`src/hw/rtl/assert_macros.svh`:
```
// Assertion macros shared by the filter RTL.
`ifndef ASSERT_MACROS_SVH
`define ASSERT_MACROS_SVH
// Implication checked on every clock edge outside reset.
`define ASSERT_IMPL(label, clk, rst_n, ante, cons) \
    label: assert property (@(posedge clk) disable iff (!rst_n) (ante) |-> (cons)) \
        else $error("assertion failed");
// Next-cycle implication checked outside reset.
`define ASSERT_NEXT(label, clk, rst_n, ante, cons) \
    label: assert property (@(posedge clk) disable iff (!rst_n) (ante) |=> (cons)) \
        else $error("assertion failed");
`endif

```
`src/hw/rtl/fof_pkg.sv`:
```
// Package: constants, register indexes and shared types of the OUI filter.
package fof_pkg;
    localparam int OUI_ENTRIES_DEF  = 64;
    localparam int SEEN_ENTRIES_DEF = 8;
    localparam int ADDR_W = 48;
    localparam int OUI_W  = 24;
    localparam int CFG_IDX_W  = 3;
    localparam int CFG_DATA_W = 16;

    localparam logic [CFG_IDX_W-1:0] REG_RSSI_MIN    = 3'd0;
    localparam logic [CFG_IDX_W-1:0] REG_COOLDOWN    = 3'd1;
    localparam logic [CFG_IDX_W-1:0] REG_CHECK_RX    = 3'd2;
    localparam logic [CFG_IDX_W-1:0] REG_CHECK_BSSID = 3'd3;
    localparam logic [CFG_IDX_W-1:0] REG_ACCEPT_MGMT = 3'd4;
    localparam logic [CFG_IDX_W-1:0] REG_ACCEPT_DATA = 3'd5;

    localparam logic [1:0] KIND_MGMT = 2'd0;
    localparam logic [1:0] KIND_DATA = 2'd1;

    localparam logic [1:0] SRC_TX    = 2'd0;
    localparam logic [1:0] SRC_RX    = 2'd1;
    localparam logic [1:0] SRC_BSSID = 2'd2;

    localparam int BIT_MCAST = 40;
    localparam int BIT_LOCAL = 41;

    localparam logic signed [7:0] RSSI_MIN_RST = -8'sd95;
    localparam logic [15:0]       COOLDOWN_RST = 16'd5000;

    typedef struct packed {
        logic [ADDR_W-1:0] mac;
        logic [1:0]        source;
    } cand_t;

    typedef struct packed {
        logic hit;
        logic emit;
    } dd_res_t;
endpackage

```
`src/hw/rtl/fof_oui_lane.sv`:
```
// One lane: OUI lookup of one address against the whole table.
module fof_oui_lane
    import fof_pkg::*;
#(
    parameter int OUI_ENTRIES = OUI_ENTRIES_DEF
)
(
    input  logic                          clk,
    input  logic                          rst_n,
    input  logic [OUI_ENTRIES-1:0]        tbl_en,
    input  logic [OUI_ENTRIES*OUI_W-1:0]  tbl_oui,
    input  logic [ADDR_W-1:0]             addr,
    input  logic                          guard,
    output logic                          hit_reg
);
    logic [OUI_ENTRIES-1:0] match;
    logic                   hit_next;

    always_comb
    begin
        for (int i = 0; i < OUI_ENTRIES; i++)
        begin
            match[i] = tbl_en[i] && (tbl_oui[i*OUI_W +: OUI_W] == addr[ADDR_W-1 -: OUI_W]);
        end
        hit_next = guard && !addr[BIT_LOCAL] && (|match);
    end

    always_ff @(posedge clk or negedge rst_n)
    begin
        if (!rst_n)
            hit_reg <= 1'b0;
        else
            hit_reg <= hit_next;
    end
endmodule

```
`config.mk`:
```
export PLATFORM = sky130hd
export DESIGN_NAME = fof_oui_lane
export DESIGN_NICKNAME = d
export VERILOG_FILES = /design/src/hw/rtl/assert_macros.svh /design/src/hw/rtl/fof_pkg.sv /design/src/hw/rtl/fof_oui_lane.sv
export SDC_FILE = /design/constraint.sdc
export NUM_CORES = 1
export LEC_CHECK = 0
export ABC_AREA = 1
export BUFFER_PORTS_ARGS = -buffer_cell sky130_fd_sc_hd__buf_2
export CORE_AREA = 10 10 638 640
export CTS_CLUSTER_DIAMETER = 30
export DETAILED_ROUTE_END_ITERATION = 10
export DIE_AREA = 0 0 648 650
export HOLD_SLACK_MARGIN = 0.1
export PLACE_DENSITY = 0.3
export SKIP_LAST_GASP = 1
export SLEW_MARGIN = 15
export SYNTH_ARGS = -nofsm -noshare
export SYNTH_HDL_FRONTEND = slang
export SYNTH_SLANG_ARGS = --single-unit
```
`constraint.sdc`:
```
create_clock -name clk -period 1.28 [get_ports clk]
set_clock_uncertainty 0.2 [all_clocks]
set_input_delay 0.192 -clock clk [delete_from_list [all_inputs] [get_ports clk]]
set_output_delay 0.192 -clock clk [all_outputs]
set_load 0.05 [all_outputs]
```
==> impl_metrics.tcl <==
set metrics [dict create \
    grt-ovfl-total 0 \
    die-area_um2 421000 \
    crit_end "hit_reg" \
    synth_top_area_share 0.291 \
    setup_viol 1 \
    ys_types 27 \
    syn_inst 4876 \
    via_per_inst 3.29 \
    final.min_clock_period_ns 2.64 \
    worst_ep_arrival_time_ns 2.37 \
    area.growth.synth_to_final_pct 107 \
    ys_seq_elements 1 \
    fin_area_um2 48900 \
    hold_depth 4 \
    first_pass_iters 6 \
    placed_cell_area_um2 44800 \
    setup_ws_ns -1.36 \
    syn_nets 6527 \
    timing.final.crit_share 2.06 \
    syn_area_um2 23600 \
    synth_area_leader_cell "nand2_1" \
    outcome "complete, but fails checks" \
    yosysWarnings 0 \
    floorplan.initialDensity 0.0600 \
    p_per_area_nw_per_um2 366 \
    nets 8772 \
    hold_violations 0 \
    rows 231 \
    fill_cells 47100 \
    endpoint_kind "flip-flop" \
    yosysSeqAreaShare 0.00106 \
    fin_setup_tns_ns -1.36 \
    cp-startpoint "addr[45]" \
    p_leak_nw 23.7 \
    violations "setup timing" \
    grt.total_usage 0.178 \
    die_x_um 648 \
    critPathLaunchType "input pin" \
    io_buffers 1627 \
    slew-limit-headroom 0.559 \
    syn_avg_cell_area_um2 4.85 \
    grt_first_pass_wirelength_um 478000 \
    antenna_found_initial 345 \
    max_cap_viol_count 0 \
    wl_um 400000 \
    critPathRequiredTime_ns 1.01 \
    worst_pin_slew_ns 0.657 \
    largest_register_ffs 1 \
    ir_drop_mv 0.138 \
    place_hpwl_um 357000 \
    grt_start_max_net_pins 27 \
    synthTopCellsByArea "nand2_1 (29%), xnor2_1 (24%), inv_1 (11%)" \
    drt_iter0_drc 3649 \
    ant_nets 0 \
    power.total_mw 17.9 \
    gp_congestion 0.920 \
    boundaryPins 1652 \
    rsz0062_at_grt "true" \
    drv_slew 0 \
    crit_type "in2reg" \
    die_h_um 650 \
    hold_class "in2reg" \
    drive_above_1_share 0.387 \
    fmax_mhz 379 \
    clk_pin_slew_ns 0.01 \
    crit_fanout 10 \
    wl_per_cell_um 31.9 \
    grt_pass1_vias 40200 \
    drc 0 \
    vias 41200 \
    core_um2 394000 \
]
-- per-stage QoR --
| stage | hold slack, ns | cells | utilization | setup slack, ns |
|---|---|---|---|---|
| 2_1_floorplan | -0.304 | 4876 | - | -0.397 |
| 3_5_place_dp | -0.216 | 12200 | 0.114 | -3.40 |
| 5_1_grt | 0.362 | 12500 | 0.124 | -1.44 |
| 3_3_place_gp | -0.207 | 12200 | 0.114 | -3.43 |
| 6_report | 0.327 | 12500 | 0.124 | -1.36 |
| 4_1_cts | 0.349 | 12300 | 0.120 | -1.43 |
-- cell usage in the layout (no fill, tap or decap), types with 3 or more instances in the layout --
cell       count
a21boi_1      10
nand2_1     1757
nand3_1      141
inv_12         4
a21boi_0      38
buf_16        26
nor2_2        59
nand2_8        3
o22ai_1       15
nand4_1      107
inv_1        670
xnor2_1      628
xor2_1        62
buf_2       1602
nand2_2       60
o21ai_0      272
nand3_2       12
a21boi_4       5
nor2_1       522
buf_8         20
or2_2          9
nand2_4       14
nor2_4        54
bufbuf_16      4
xor2_2         3
or2_0          4
buf_6         65
clkbuf_16      9
xnor2_4        6
a21oi_1       15
inv_6          5
buf_4        571
diode_2      170
xnor2_2       11
or2_1          3
inv_16         5
o21ai_1      112
buf_12       193
-- how the worst min path moves through the flow --
| stage | slack [ns] | startpoint | to |
|---|---|---|---|
| floorplan | -0.30 | rst_n | hit_reg |
| global placement | -0.21 | rst_n | hit_reg |
| detailed placement | -0.22 | rst_n | hit_reg |
| CTS | 0.35 | guard | hit_reg |
| global route | 0.36 | guard | hit_reg |
| finish | 0.33 | guard | hit_reg |
-- layout make-up --
class	count	area, um^2	share of cell area
timing repair buffer	2491	18300	0.373
multi-input combinational	3932	20800	0.425
inverter	692	2830	0.0579
timing repair inverter	3	28.8	0.000588
tap	5242	6560	0.134
antenna	170	425	0.00869
sequential	1	25.0	0.000511
-- power breakdown --
| group | leakage [nW] | switching (mW) | total (mW) | internal (mW) |
|---|---|---|---|---|
| Clock | 0.00107 | 0 | 0.0000184 | 0.0000184 |
| Combinational | 23.7 | 10.2 | 17.9 | 7.66 |
| Sequential | 0.0140 | 0.000000313 | 0.0321 | 0.0321 |
-- worst max-delay path, cell delays in order --
cell and delay, ns:
buf_6 0.14, buf_6 0.16, buf_12 0.16, xnor2_1 0.29, nand3_1 0.25, nor2_2 0.47
nand2_1 0.11, nand2_1 0.13, nor2_2 0.05, nand2_2 0.08, nor2_4 0.05, nand2_4 0.10
nor2_4 0.04, nor2_2 0.08
-- cells by family after synthesis --
family / synth area share
buf+inv: 0.171
flops: 0.00106
xor+xnor: 0.263
compound gates: 0.106
simple gates: 0.459
-- routing by layer --
metal,share of wire,routed length [um],track usage,up-vias
met2,0.48,190000,0.306,2163
met5,0.0015,588,0,-
li1,-,-,-,19300
met3,0.059,23700,0.0301,460
met4,0.023,9190,0.0338,86
met1,0.44,176000,0.233,19200
-- synth_stat cells --
cell / instances
nand2_1: 1834
or2_0: 4
clkbuf_4: 1
and2_0: 2
clkbuf_1: 32
nor3b_1: 2
o21ai_0: 329
nand4_1: 107
a21boi_1: 8
or2_1: 3
inv_1: 677
a21boi_0: 46
buf_6: 8
nor2_1: 635
clkbuf_2: 3
inv_2: 15
a21oi_1: 16
xor2_1: 65
or2_2: 10
buf_4: 69
o22ai_1: 15
buf_2: 138
o21ai_1: 56
o211a_1: 1
dfrtp_1: 1
xnor2_1: 645
nand3_1: 154
-- repair_timing --
item / CTS / global route
pin swaps: 45 / 44
gates cloned: 9 / 10
setup buffers: 65 / 43
hold buffers: 1 / 0
setup endpoints to repair: 1 / 1
hold endpoints to repair: 1 / 0
gates resized for setup: 450 / 142
(Power assumes the default switching activity.)
